## config.mk

```make
export PLATFORM = sky130hd
export DESIGN_NAME = utf8_stream_sanitizer
export DESIGN_NICKNAME = d
export VERILOG_FILES = /design/src/uss_pkg.sv /design/src/utf8_stream_sanitizer.sv /design/src/uss_front.sv /design/src/uss_queue.sv /design/src/uss_back.sv
export VERILOG_INCLUDE_DIRS = /design/src /design/src/src
export SDC_FILE = /design/constraint.sdc
export NUM_CORES = 1
export LEC_CHECK = 0
export BUFFER_PORTS_ARGS = -buffer_cell sky130_fd_sc_hd__clkbuf_2
export CELL_PAD_IN_SITES_DETAIL_PLACEMENT = 1
export CELL_PAD_IN_SITES_GLOBAL_PLACEMENT = 1
export CORE_MARGIN = 3
export CORE_UTILIZATION = 31
export CTS_BUF_LIST = sky130_fd_sc_hd__clkbuf_8 sky130_fd_sc_hd__clkbuf_16
export CTS_CLUSTER_DIAMETER = 30
export CTS_CLUSTER_SIZE = 20
export DETAILED_ROUTE_END_ITERATION = 12
export GPL_TIMING_DRIVEN = 0
export HOLD_SLACK_MARGIN = 0.12
export PLACE_DENSITY = 0.53
export SLEW_MARGIN = 20
export SYNTH_ARGS = -nofsm -noshare
export SYNTH_HDL_FRONTEND = slang
export SYNTH_SLANG_ARGS = --single-unit
```

## constraint.sdc

```tcl
create_clock -name clock -period 4.95 [get_ports clock]
set_clock_uncertainty 0.1 [all_clocks]
set_input_delay 0.2475 -clock clock [delete_from_list [all_inputs] [get_ports clock]]
set_output_delay 0.2475 -clock clock [all_outputs]
set_load 0.1 [all_outputs]
```

## src/assert_macros.svh

```systemverilog
// Assertion macros used by the top-level RTL file.
`ifndef ASSERT_MACROS_SVH
`define ASSERT_MACROS_SVH

// Same-cycle implication, checked outside reset.
`define ASSERT_IMPLIES(label, clk, rst, ante, cons) \
   label: assert property (@(posedge clk) disable iff (rst) (ante) |-> (cons)) \
      else $error("assertion failed");

// Next-cycle implication, checked outside reset.
`define ASSERT_NEXT(label, clk, rst, ante, cons) \
   label: assert property (@(posedge clk) disable iff (rst) (ante) |=> (cons)) \
      else $error("assertion failed");

`endif

```

## src/uss_pkg.sv

```systemverilog
// Package with constants and types of the UTF-8 stream sanitizer.
`timescale 1ns / 1ps
package uss_pkg;

   localparam logic [7:0] ByteTab       = 8'h09;
   localparam logic [7:0] ByteNewline   = 8'h0A;
   localparam logic [7:0] PrintLow      = 8'h20;
   localparam logic [7:0] PrintEnd      = 8'h7F;
   localparam logic [7:0] AsciiEnd      = 8'h80;
   localparam logic [7:0] ContMask      = 8'hC0;
   localparam logic [7:0] ContPattern   = 8'h80;
   localparam logic [7:0] LeadLow       = 8'hC2;
   localparam logic [7:0] LeadThree     = 8'hE0;
   localparam logic [7:0] LeadFour      = 8'hF0;
   localparam logic [7:0] LeadEnd       = 8'hF5;
   localparam logic [7:0] SurrogateLead = 8'hED;
   localparam logic [7:0] SurrogateLow  = 8'hA0;

   localparam logic [15:0] CapacityReset = 16'd256;
   localparam logic        RegCapacity   = 1'b0;
   localparam int          QueueDepthDefault = 4;

   typedef struct packed {
      logic [3:0][7:0] bytes;
      logic [1:0]      last_idx;
      logic            has_data;
      logic            eos;
      logic [15:0]     base;
   } group_type;

endpackage

```

## src/utf8_stream_sanitizer.sv

```systemverilog
// Top level of the UTF-8 stream sanitizer with its register port.
//
//   Channel  Direction  Handshake          Carries
//   req      in         req_valid/ready    one raw byte and its last flag
//   rsp      out        rsp_valid/ready    one cleaned byte or end-only word
//   csr      in/out     psel/penable       capacity register at address 0
//
// A byte is taken every cycle while the group queue has room.
// Each accepted byte yields zero to four words, one per cycle if rsp_ready.
// An accepted byte goes into a queue slot, then into the output register.
// Reset clears all control state and sets capacity to 256; no clearing pass.
// Either side may stall; the group queue absorbs the difference.
`timescale 1ns / 1ps
`include "assert_macros.svh"
module utf8_stream_sanitizer #(
   parameter int QueueDepth = uss_pkg::QueueDepthDefault
) (
   input  logic        clock,
   input  logic        reset,
   input  logic        req_valid,
   output logic        req_ready,
   input  logic [7:0]  req_in_byte,
   input  logic        req_in_last,
   output logic        rsp_valid,
   input  logic        rsp_ready,
   output logic [7:0]  rsp_out_byte,
   output logic        rsp_byte_valid,
   output logic        rsp_end_of_string,
   output logic [15:0] rsp_out_count,
   input  logic        psel,
   input  logic        penable,
   input  logic        pwrite,
   input  logic [2:0]  paddr,
   input  logic [31:0] pwdata,
   output logic [31:0] prdata,
   output logic        pready
);

   logic [15:0]        capacity_ff, capacity_in;
   logic               space_ok;
   logic               push_valid;
   uss_pkg::group_type push_data;
   logic               pop_valid;
   logic               pop;
   uss_pkg::group_type pop_data;

   assign pready    = 1'b1;
   assign req_ready = space_ok;

   always_comb begin
      capacity_in = capacity_ff;
      if (psel && penable && pwrite && (paddr[2] == uss_pkg::RegCapacity)) begin
         capacity_in = pwdata[15:0];
      end
      prdata = (paddr[2] == uss_pkg::RegCapacity) ? {16'd0, capacity_ff} : 32'd0;
   end

   always_ff @(posedge clock) begin
      if (reset) begin
         capacity_ff <= uss_pkg::CapacityReset;
      end else begin
         capacity_ff <= capacity_in;
      end
   end

   uss_front u_front (
      .clock      (clock),
      .reset      (reset),
      .req_valid  (req_valid),
      .space_ok   (space_ok),
      .in_byte    (req_in_byte),
      .in_last    (req_in_last),
      .capacity   (capacity_ff),
      .push_valid (push_valid),
      .push_data  (push_data)
   );

   uss_queue #(.Depth(QueueDepth)) u_queue (
      .clock      (clock),
      .reset      (reset),
      .push_valid (push_valid),
      .push_data  (push_data),
      .space_ok   (space_ok),
      .pop_valid  (pop_valid),
      .pop        (pop),
      .pop_data   (pop_data)
   );

   uss_back u_back (
      .clock             (clock),
      .reset             (reset),
      .pop_valid         (pop_valid),
      .pop_data          (pop_data),
      .pop               (pop),
      .rsp_valid         (rsp_valid),
      .rsp_ready         (rsp_ready),
      .rsp_out_byte      (rsp_out_byte),
      .rsp_byte_valid    (rsp_byte_valid),
      .rsp_end_of_string (rsp_end_of_string),
      .rsp_out_count     (rsp_out_count)
   );

   // An end-only word always closes its string.
   `ASSERT_IMPLIES(a_end_only_closes, clock, reset, rsp_valid && !rsp_byte_valid, rsp_end_of_string)
   // A data word counts itself, so its count is never zero.
   `ASSERT_IMPLIES(a_count_nonzero, clock, reset, rsp_valid && rsp_byte_valid, rsp_out_count != 0)
   // An end-only word carries no byte.
   `ASSERT_IMPLIES(a_end_only_zero, clock, reset, rsp_valid && !rsp_byte_valid, rsp_out_byte == 0)

endmodule

```

## src/uss_front.sv

```systemverilog
// Front end: accepts bytes, tracks pending characters and forms result groups.
`timescale 1ns / 1ps
module uss_front (
   input  logic               clock,
   input  logic               reset,
   input  logic               req_valid,
   input  logic               space_ok,
   input  logic [7:0]         in_byte,
   input  logic               in_last,
   input  logic [15:0]        capacity,
   output logic               push_valid,
   output uss_pkg::group_type push_data
);

   logic [2:0][7:0] held_ff, held_in;
   logic [1:0]      held_cnt_ff, held_cnt_in;
   logic [2:0]      exp_ff, exp_in;
   logic [15:0]     wc_ff, wc_in;
   logic            ended_ff, ended_in;
   logic [2:0]      emit_n;
   logic            multi;
   logic            accept;

   assign accept = req_valid && space_ok;

   always_comb begin
      logic restart;
      logic cont;
      logic surr;
      logic ok;
      logic [16:0] cap17;
      logic [16:0] wc17;
      restart     = 1'b0;
      cont        = (in_byte & uss_pkg::ContMask) == uss_pkg::ContPattern;
      surr        = (held_cnt_ff == 2'd1) && (held_ff[0] == uss_pkg::SurrogateLead) &&
                    (in_byte >= uss_pkg::SurrogateLow);
      ok          = (in_byte == uss_pkg::ByteNewline) || (in_byte == uss_pkg::ByteTab) ||
                    ((in_byte >= uss_pkg::PrintLow) && (in_byte < uss_pkg::PrintEnd));
      cap17       = {1'b0, capacity};
      wc17        = {1'b0, wc_ff};
      held_in     = held_ff;
      held_cnt_in = held_cnt_ff;
      exp_in      = exp_ff;
      wc_in       = wc_ff;
      ended_in    = ended_ff;
      emit_n      = 3'd0;
      multi       = 1'b0;
      if (!ended_ff) begin
         if (in_byte == 8'd0) begin
            ended_in    = 1'b1;
            held_cnt_in = 2'd0;
            exp_in      = 3'd0;
         end else begin
            restart = 1'b1;
            if (held_cnt_ff != 2'd0) begin
               held_cnt_in = 2'd0;
               exp_in      = 3'd0;
               if (cont && !surr) begin
                  restart = 1'b0;
                  if ({1'b0, held_cnt_ff} + 3'd1 == exp_ff) begin
                     if (wc17 + {14'd0, exp_ff} < cap17) begin
                        emit_n = exp_ff;
                        multi  = 1'b1;
                        wc_in  = wc_ff + {13'd0, exp_ff};
                     end
                  end else if (held_cnt_ff != 2'd3) begin
                     held_in[held_cnt_ff] = in_byte;
                     held_cnt_in          = held_cnt_ff + 2'd1;
                     exp_in               = exp_ff;
                  end
               end
            end
            if (restart) begin
               if (in_byte < uss_pkg::AsciiEnd) begin
                  if (ok && (wc17 + 17'd1 < cap17)) begin
                     emit_n = 3'd1;
                     wc_in  = wc_ff + 16'd1;
                  end
               end else if ((in_byte >= uss_pkg::LeadLow) && (in_byte < uss_pkg::LeadEnd)) begin
                  held_in[0]  = in_byte;
                  held_cnt_in = 2'd1;
                  if (in_byte < uss_pkg::LeadThree) begin
                     exp_in = 3'd2;
                  end else if (in_byte < uss_pkg::LeadFour) begin
                     exp_in = 3'd3;
                  end else begin
                     exp_in = 3'd4;
                  end
               end
            end
         end
      end
      if (in_last) begin
         held_cnt_in = 2'd0;
         exp_in      = 3'd0;
         wc_in       = 16'd0;
         ended_in    = 1'b0;
      end
   end

   always_comb begin
      push_data.bytes[0] = multi ? held_ff[0] : in_byte;
      push_data.bytes[1] = (held_cnt_ff > 2'd1) ? held_ff[1] : in_byte;
      push_data.bytes[2] = (held_cnt_ff > 2'd2) ? held_ff[2] : in_byte;
      push_data.bytes[3] = in_byte;
      push_data.has_data = emit_n != 3'd0;
      push_data.last_idx = (emit_n != 3'd0) ? 2'(emit_n - 3'd1) : 2'd0;
      push_data.eos      = in_last;
      push_data.base     = wc_ff;
      push_valid         = accept && ((emit_n != 3'd0) || in_last);
   end

   always_ff @(posedge clock) begin
      if (reset) begin
         held_cnt_ff <= 2'd0;
         exp_ff      <= 3'd0;
         wc_ff       <= 16'd0;
         ended_ff    <= 1'b0;
      end else if (accept) begin
         held_cnt_ff <= held_cnt_in;
         exp_ff      <= exp_in;
         wc_ff       <= wc_in;
         ended_ff    <= ended_in;
      end
   end

   always_ff @(posedge clock) begin
      if (accept) begin
         held_ff <= held_in;
      end
   end

endmodule

```

## src/uss_queue.sv

```systemverilog
// Short queue of result groups between the front and back ends.
`timescale 1ns / 1ps
module uss_queue #(
   parameter int Depth = uss_pkg::QueueDepthDefault
) (
   input  logic               clock,
   input  logic               reset,
   input  logic               push_valid,
   input  uss_pkg::group_type push_data,
   output logic               space_ok,
   output logic               pop_valid,
   input  logic               pop,
   output uss_pkg::group_type pop_data
);

   localparam int PtrWidth = (Depth > 1) ? $clog2(Depth) : 1;
   localparam int CntWidth = $clog2(Depth + 1);
   localparam logic [PtrWidth-1:0] PtrLast = PtrWidth'(Depth - 1);
   localparam logic [CntWidth-1:0] CntFull = CntWidth'(Depth);
   localparam logic [PtrWidth-1:0] PtrOne  = PtrWidth'(1);
   localparam logic [CntWidth-1:0] CntOne  = CntWidth'(1);

   uss_pkg::group_type slots_ff [Depth];
   logic [PtrWidth-1:0] wr_ff, wr_in;
   logic [PtrWidth-1:0] rd_ff, rd_in;
   logic [CntWidth-1:0] cnt_ff, cnt_in;
   logic                do_push;
   logic                do_pop;

   assign space_ok  = cnt_ff != CntFull;
   assign pop_valid = cnt_ff != '0;
   assign pop_data  = slots_ff[rd_ff];
   assign do_push   = push_valid && space_ok;
   assign do_pop    = pop && pop_valid;

   always_comb begin
      wr_in  = do_push ? ((wr_ff == PtrLast) ? '0 : wr_ff + PtrOne) : wr_ff;
      rd_in  = do_pop ? ((rd_ff == PtrLast) ? '0 : rd_ff + PtrOne) : rd_ff;
      cnt_in = cnt_ff;
      if (do_push && !do_pop) begin
         cnt_in = cnt_ff + CntOne;
      end else if (do_pop && !do_push) begin
         cnt_in = cnt_ff - CntOne;
      end
   end

   always_ff @(posedge clock) begin
      if (reset) begin
         wr_ff  <= '0;
         rd_ff  <= '0;
         cnt_ff <= '0;
      end else begin
         wr_ff  <= wr_in;
         rd_ff  <= rd_in;
         cnt_ff <= cnt_in;
      end
   end

   always_ff @(posedge clock) begin
      if (do_push) begin
         slots_ff[wr_ff] <= push_data;
      end
   end

endmodule

```

## src/uss_back.sv

```systemverilog
// Back end: unrolls each result group into words on the output register.
`timescale 1ns / 1ps
module uss_back (
   input  logic               clock,
   input  logic               reset,
   input  logic               pop_valid,
   input  uss_pkg::group_type pop_data,
   output logic               pop,
   output logic               rsp_valid,
   input  logic               rsp_ready,
   output logic [7:0]         rsp_out_byte,
   output logic               rsp_byte_valid,
   output logic               rsp_end_of_string,
   output logic [15:0]        rsp_out_count
);

   logic [1:0]  idx_ff, idx_in;
   logic        valid_ff, valid_in;
   logic [7:0]  byte_ff, byte_in;
   logic        bv_ff, bv_in;
   logic        eos_ff, eos_in;
   logic [15:0] count_ff, count_in;
   logic        load;
   logic        done;

   assign load = pop_valid && (!valid_ff || rsp_ready);
   assign done = idx_ff == pop_data.last_idx;
   assign pop  = load && done;

   always_comb begin
      idx_in   = idx_ff;
      valid_in = valid_ff && !rsp_ready;
      byte_in  = byte_ff;
      bv_in    = bv_ff;
      eos_in   = eos_ff;
      count_in = count_ff;
      if (load) begin
         valid_in = 1'b1;
         idx_in   = done ? 2'd0 : idx_ff + 2'd1;
         bv_in    = pop_data.has_data;
         eos_in   = pop_data.eos && done;
         byte_in  = pop_data.has_data ? pop_data.bytes[idx_ff] : 8'd0;
         count_in = pop_data.has_data ? pop_data.base + {14'd0, idx_ff} + 16'd1
                                      : pop_data.base;
      end
   end

   always_ff @(posedge clock) begin
      if (reset) begin
         idx_ff   <= 2'd0;
         valid_ff <= 1'b0;
      end else begin
         idx_ff   <= idx_in;
         valid_ff <= valid_in;
      end
   end

   always_ff @(posedge clock) begin
      byte_ff  <= byte_in;
      bv_ff    <= bv_in;
      eos_ff   <= eos_in;
      count_ff <= count_in;
   end

   assign rsp_valid         = valid_ff;
   assign rsp_out_byte      = byte_ff;
   assign rsp_byte_valid    = bv_ff;
   assign rsp_end_of_string = eos_ff;
   assign rsp_out_count     = count_ff;

endmodule
```

# ---- Word-level counts from Yosys, hierarchy flattened
# Memories as Yosys holds them, arrays and structs flattened. A register that Yosys moved wholly into a read port is not among the register bits.
# Cells that the tools add are included.
dict set report totals {
  ff_bits 98
  input_bits 51
  wordCells 184
  mem_count 1
  output_inout_bits 61
  mem_bits_rw 208
}
# name words word_bits rd rd_clocked_by_memory_dff wr line
set mem_list {}
lappend mem_list {u_queue.slots_ff 4 52 1 1 1 uss_queue.sv:23} ;# uss_pkg::group_type slots_ff [Depth];
dict set report op_classes {
  n_addsub 14
  eq_ne 13
  order_cmp 15
  muxes 82
  bitwise 4
  reduce_logical 38
}
# cell n
set op_table {}
lappend op_table {{2-to-1 mux 16 bit} 12}
lappend op_table {{2-to-1 mux 8 bit} 12}
lappend op_table {{2-to-1 mux 3 bit} 23}
lappend op_table {{< comparator 17 x 16 -> 1 bit} 2}
lappend op_table {{adder 16 x 1 -> 16 bit (second input constant)} 2}
lappend op_table {{< comparator 8 bit (second input constant)} 4}
lappend op_table {{2-to-1 mux 2 bit} 16}
lappend op_table {{bitwise mux 24 bit} 1}
lappend op_table {{logical AND 1 bit} 20}
lappend op_table {{adder 16 x 1 -> 17 bit (second input constant)} 1}
lappend op_table {{adder 16 x 3 -> 17 bit} 1}
lappend op_table {{adder 16 x 2 -> 16 bit} 1}
lappend op_table {{adder 16 x 3 -> 16 bit} 1}
lappend op_table {{binary-select mux 8 bit (select 2 bit)} 1}
lappend op_table {{demux 8 bit (select 2 bit)} 1}
lappend op_table {{== test 8 x 4 -> 1 bit (second input constant)} 2}
lappend op_table {{greater-or-equal comparator 8 bit (second input constant)} 2}
lappend op_table {{2-to-1 mux 1 bit} 16}
lappend op_table {{adder 2 x 1 -> 2 bit (second input constant)} 4}
lappend op_table {{== test 8 bit (second input constant)} 1}
lappend op_table {{greater-or-equal comparator 8 x 6 -> 1 bit (second input constant)} 1}
lappend op_table {{logical NOT 8 bit} 1}
lappend op_table {{< comparator 8 x 7 -> 1 bit (second input constant)} 1}
lappend op_table {{AND reduction 7 bit} 1}
lappend op_table {{21 further kinds} 39}

# ---- Depth between registers and ports, before layout
dict set report logic_depth {
  word_depth 20
  mapped_depth 22
  ltp_nobuf 21
}

# ---- By module
# A second synthesis with hierarchy kept.
dict set report unflattened {
  hier_cells 984
  area_unflattened_um2 14646.5
}
# mod area_per_inst_um2 cells_per_inst n_inst seq_area_each_um2
set by_module_without_submodules {}
lappend by_module_without_submodules {uss_queue 7967.6 320 1 6426.2}
lappend by_module_without_submodules {uss_front 4147.7 445 1 1161.1}
lappend by_module_without_submodules {uss_back 1549.0 113 1 840.8}
lappend by_module_without_submodules {utf8_stream_sanitizer 982.2 106 1 320.3}

# ---- Worst setup path before layout
# No wires, ideal clock.
dict set report synth_timing {
  kind {register to register}
  start {register u_front.wc_ff[0]}
  end {memory u_queue.slots_ff[0][0] (netlist bit), enable pin}
  path_buffers 1
  required_time_ns 4.435
  stages_incl_launch_ff 17
  arrival_time_ns 4.700
  period_less_slack_ns 5.215
  setup_time_ns 0.415
  path_slack_ns -0.265
  cell_sequence {dfxtp_1 -> ha_1 -> inv_1 -> fa_1 -> nand2b_1 -> a21oi_2 -> nor2b_1 -> nand2_1 -> xnor2_1 -> ha_1 -> a21o_1 -> a21o_1 -> a211oi_2 -> o2111a_1 -> buf_6 -> a221o_1 -> and3_1}
}
dict set report synth_between {
  elab_chain_len 17
  elab_cells_between_ends 20
  cone_classes {2 x add/sub; 2 x order compare; 11 x mux; 5 x reduce/logical}
}
# item line
set synth_lines {}
lappend synth_lines {{start: declaration} uss_front.sv:18} ;# logic [15:0] wc_ff, wc_in;
lappend synth_lines {{start signal: assignment} uss_front.sv:122} ;# wc_ff <= wc_in;
lappend synth_lines {{adder 16 x 3 -> 17 bit} uss_front.sv:61} ;# if (wc17 + {14'd0, exp_ff} < cap17) begin
lappend synth_lines {{< comparator 17 x 16 -> 1 bit} uss_front.sv:61}
lappend synth_lines {{2-to-1 mux 3 bit} uss_front.sv:61}
lappend synth_lines {{2-to-1 mux 3 bit} uss_front.sv:60} ;# if ({1'b0, held_cnt_ff} + 3'd1 == exp_ff) begin
lappend synth_lines {{2-to-1 mux 3 bit} uss_front.sv:58} ;# if (cont && !surr) begin
lappend synth_lines {{2-to-1 mux 3 bit} uss_front.sv:55} ;# if (held_cnt_ff != 2'd0) begin
lappend synth_lines {{2-to-1 mux 3 bit} uss_front.sv:75} ;# if (ok && (wc17 + 17'd1 < cap17)) begin
lappend synth_lines {{2-to-1 mux 3 bit} uss_front.sv:74} ;# if (in_byte < uss_pkg::AsciiEnd) begin
lappend synth_lines {{2-to-1 mux 3 bit (*)} uss_front.sv:73} ;# if (restart) begin
lappend synth_lines {{2-to-1 mux 3 bit (*)} uss_front.sv:49} ;# if (in_byte == 8'd0) begin
lappend synth_lines {{2-to-1 mux 3 bit (*)} uss_front.sv:48} ;# if (!ended_ff) begin
lappend synth_lines {{nonzero test 3 bit (*)} uss_front.sv:110} ;# push_valid = accept && ((emit_n != 3'd0) || in_last);
lappend synth_lines {{logical OR 1 bit (*)} uss_front.sv:110}
lappend synth_lines {{logical AND 1 bit (*)} uss_front.sv:110}
lappend synth_lines {{logical AND 1 bit (*)} uss_queue.sv:33} ;# assign do_push = push_valid && space_ok;
lappend synth_lines {{2-to-1 mux 1 bit (*)} uss_queue.sv:60} ;# if (do_push) begin
lappend synth_lines {{2-to-1 mux 1 bit (not written as such) (*)} uss_queue.sv:61} ;# slots_ff[wr_ff] <= push_data;
lappend synth_lines {{end: declaration} uss_queue.sv:23}
# Every way passes the cells marked *; elsewhere a longest branch is shown, timed or not.

# ---- Final worst setup path
dict set report layout_timing {
  start {register u_front.wc_ff[0]}
  end {register u_queue.cnt_ff[2]}
}
dict set report layout_between {
  elab_chain_len 18
  elab_cells_between_ends 23
  cone_classes {2 x add/sub; 2 x order compare; 10 x mux; 9 x reduce/logical}
}
# item line
set layout_lines {}
lappend layout_lines {{adder 16 x 3 -> 17 bit} uss_front.sv:61}
lappend layout_lines {{< comparator 17 x 16 -> 1 bit} uss_front.sv:61}
lappend layout_lines {{2-to-1 mux 3 bit} uss_front.sv:61}
lappend layout_lines {{2-to-1 mux 3 bit} uss_front.sv:60}
lappend layout_lines {{2-to-1 mux 3 bit} uss_front.sv:58}
lappend layout_lines {{2-to-1 mux 3 bit} uss_front.sv:55}
lappend layout_lines {{2-to-1 mux 3 bit} uss_front.sv:75}
lappend layout_lines {{2-to-1 mux 3 bit} uss_front.sv:74}
lappend layout_lines {{[... 3 more ...]} -}
lappend layout_lines {{nonzero test 3 bit (*)} uss_front.sv:110}
lappend layout_lines {{logical OR 1 bit (*)} uss_front.sv:110}
lappend layout_lines {{logical AND 1 bit (*)} uss_front.sv:110}
lappend layout_lines {{logical AND 1 bit (*)} uss_queue.sv:33}
lappend layout_lines {{via u_queue.do_push} uss_queue.sv:27} ;# logic do_push;
lappend layout_lines {{logical NOT 1 bit} uss_queue.sv:42} ;# end else if (do_pop && !do_push) begin
lappend layout_lines {{logical AND 1 bit} uss_queue.sv:42}
lappend layout_lines {{nonzero test 2 bit (no line)} -}
lappend layout_lines {{end signal: assignment} uss_queue.sv:55} ;# cnt_ff <= cnt_in;
lappend layout_lines {{end: declaration} uss_queue.sv:26} ;# logic [CntWidth-1:0] cnt_ff, cnt_in;
# Mark *: on every way through the listed nets, which the timed path passes. The rest lies on a longest branch.
# A chain may end at the register's enable or synchronous reset.

==> results.py <==
metrics = {
    "status": {
        "status": "completed",
    },
    "global_route": {
        "track_usage_pct": 16.11,
        "antenna_found_initial": 0,
        "grt_pass1_vias": 10020,
        "grt_max_degree": 42,
        "globalRoute.totalOverflow": 0,
        "grt_pass1_wl_mm": 60.62,
    },
    "synth": {
        "post-synth-top-area-cell": "edfxtp_1",
        "synth_edf_count": 258,
        "ys_async_sr_fraction_pct": 0,
        "avgSynthCellArea_sq_um": 14.35,
        "synth_common_cells": "258 x edfxtp_1, 81 x nand2_1, 53 x mux4_2, 50 x dfxtp_1",
        "synthesis.area_sq_um": 14450,
        "synth.area.top_cells": "edfxtp_1 54%, mux4_2 8.3%, dfxtp_1 6.9%, ha_1 4.2%, mux2_2 2.3%",
        "synth_flop_cell": "edfxtp_1",
        "ys_types": 86,
        "ys_seq_area_share_pct": 60.55,
        "netlist_instances": 1007,
        "synth.most_common_cell": "edfxtp_1",
        "synth_top_area_share_pct": 53.62,
        "ys_ff_latch": 308,
        "synth_warnings": 0,
    },
    "worst_setup_path": {
        "crit_type": "reg2reg",
        "cp-start-kind": "register",
        "worst_path_max_delay_cell": "fa_2",
        "endpoint_kind": "register",
        "path_max_fanout": 6,
        "path_cells": "ha_2 > inv_1 > fa_2 > nand2b_4 > a21oi_4 > nor2b_4 > nand2_2 > xnor2_2 > ha_1 > a21o_1 > a21o_1 > a211oi_2 > o2111a_1 > buf_6 > a221oi_4 > nor2_2 > ha_2 > inv_1 > fa_2 > xor2_1 > or3_1 > a21oi_2",
        "crit_buf_inv": 3,
        "crit_arrival_ns": 5.14,
        "slowest_delay_ns": 0.38,
        "cp.required_ns": 5.35,
        "cp_top_family": "adder cells",
    },
    "run": {
        "maxCapViolCount": 0,
    },
    "clocking": {
        "root_buffer": "clkbuf_16",
        "cts.sinks": 308,
        "cts_tree": "built",
        "clock_latency_ns": 0.58,
        "cts_made_buffers": 76,
        "clockBufferDepth": 3,
        "clkTransAtPathRegs_ns": 0.04,
        "htreeDepth": 3,
    },
    "floorplan": {
        "initial_core_util_pct": 31.63,
        "num_rows": 78,
        "die_w_microns": 221.9,
        "ios": 112,
        "fp.coreArea_sq_um": 45670,
        "die-area_sq_um": 49230,
        "die_y_microns": 221.9,
    },
    "drt": {
        "wl_mm": 39.35,
        "drt_iter0_drc": 348,
        "drt_drc_violations_left": 0,
        "detail-route-antenna-nets": 0,
        "first_pass_iters": 4,
        "via_per_inst": 4.851,
        "wl_per_cell_microns": 20.76,
        "vias": 9193,
    },
    "timing": {
        "setup_viol": 0,
        "min_period_ns": 4.733,
        "period_share_pct": 95.62,
        "max_clock_freq_ghz": 0.2113,
        "tightest_slew_ns": 1.054,
        "hold_viol_final": 0,
        "timing.slew.headroom_pct": 29.49,
        "setup_tns_ns": 0,
        "drv_slew": 0,
    },
    "power": {
        "ir_worst_vdd_v": 0.0002919,
        "p_per_area_nw_per_um2": 569.3,
        "p_leak_nw": 7.081,
    },
    "worst_hold_path": {
        "hold_path.class": "in2reg",
    },
    "layout": {
        "final_nets": 1335,
        "area_growth_pct": 32.13,
        "n_antenna_cell": 0,
        "final_area_sq_um": 19090,
        "drive_gt1_share_pct": 32.20,
    },
    "placement": {
        "gp_congestion": 0.8039,
        "io_buffers": 74,
        "dpl_cell_area_sq_um": 15760,
        "dpl.hpwl_mm": 26.15,
    },
}
[report_power, final]
group,total [mW],switching [mW],internal [mW]
sequential,3.27,0.0981,3.17
combinational,2.50,1.78,0.724
clock,5.10,1.57,3.53
[path summary, 6_finish.rpt]
kind | startpoint | end | slack (ns) | cells after the start
hold / removal | reset | capacity_ff[8] | 0.15 | 2
setup / recovery | u_front.wc_ff[0] | u_queue.cnt_ff[2] | 0.22 | 22
setup reg to reg | u_front.wc_ff[0] | u_queue.cnt_ff[2] | 0.22 | 22
hold reg to reg | capacity_ff[13] | capacity_ff[13] | 0.35 | 2
[routing by layer]
layer | wire length, microns | GRT usage [%] | vias up
met4 | 768 | 5.408 | 0
met5 | 0 | 0 | -
met1 | 17890 | 21.10 | 4615
met2 | 18980 | 26.76 | 201
li1 | - | - | 4317
met3 | 1706 | 3.310 | 60
[logic make-up (layout without fill, tap and decap cells)]
kind of cell	Yosys count	in the layout	share of synthesized area [%]
XOR/XNOR	49	49	2.970
other	2	17	0.05198
AO/OA/AOI/OAI	144	144	6.902
multiplexers	93	93	12.07
AND/OR/NAND/NOR	252	252	9.015
flip-flops	308	308	60.55
adder cells (fa/ha/maj)	51	51	4.573
buffers and inverters	108	381	3.862
[stage by stage]
stage               util, %  cells  hold slack, ns  power [mW]  worst slack (ns)
finish                41.80   1895          0.1525       10.87            0.2166
detailed placement    34.49   1700          0.3481       5.820           -0.9768
floorplan                 -   1022          0.2464       5.222            0.1374
global placement      34.22   1696          0.3447       5.775            -1.387
CTS                   41.41   1884          0.1203       11.01           0.02966
global route          41.80   1895          0.1712       11.32         -0.003324
[what timing repair did]
action,in CTS,in global routing
resized for setup,23,21
endpoints found under the setup margin,268,29
pin swaps,6,12
endpoints found under the hold margin,70,0
hold buffers,32,0
setup buffers,12,11
[layout by cell type (no fill, tap or decap), drive strengths merged, types with 20 or more instances in the layout]
master / count
nand2: 82
nor2: 48
edfxtp: 258
dlygate4sd3: 32
dfxtp: 50
xor2: 20
mux4: 60
buf: 71
xnor2: 29
nand3: 31
inv: 53
a21oi: 50
clkbuf: 175
clkinv: 27
o21ai: 22
ha: 48
mux2: 29
[sequential cells by signal, summed over array words and instances, names as in the netlist, 2 cells and up, named ones only]
| signal | cells |
|---|---|
| u_queue.cnt_ff | 3 |
| u_back.rsp_out_byte | 8 |
| u_front.held_ff | 24 |
| u_front.exp_ff | 3 |
| capacity_ff | 16 |
| u_back.idx_ff | 2 |
| u_queue.wr_ff | 2 |
| u_queue.slots_ff | 208 |
| u_back.rsp_out_count | 16 |
| u_queue.rd_ff | 2 |
| u_front.wc_ff | 16 |
| u_front.held_cnt_ff | 2 |
[cell type report]
| cell class | instances | area (sq um) |
|---|---|---|
| fillers | 4683 | 26580 |
| flip-flops and latches | 308 | 8763 |
| multi-input cells | 606 | 5361 |
| clock buffers | 80 | 1979 |
| repair buffers | 133 | 973.4 |
| well taps | 600 | 750.7 |
| clock inverters | 60 | 691.9 |
| plain buffers | 65 | 407.9 |
| inverters | 43 | 161.4 |
(Power assumes the default switching activity.)
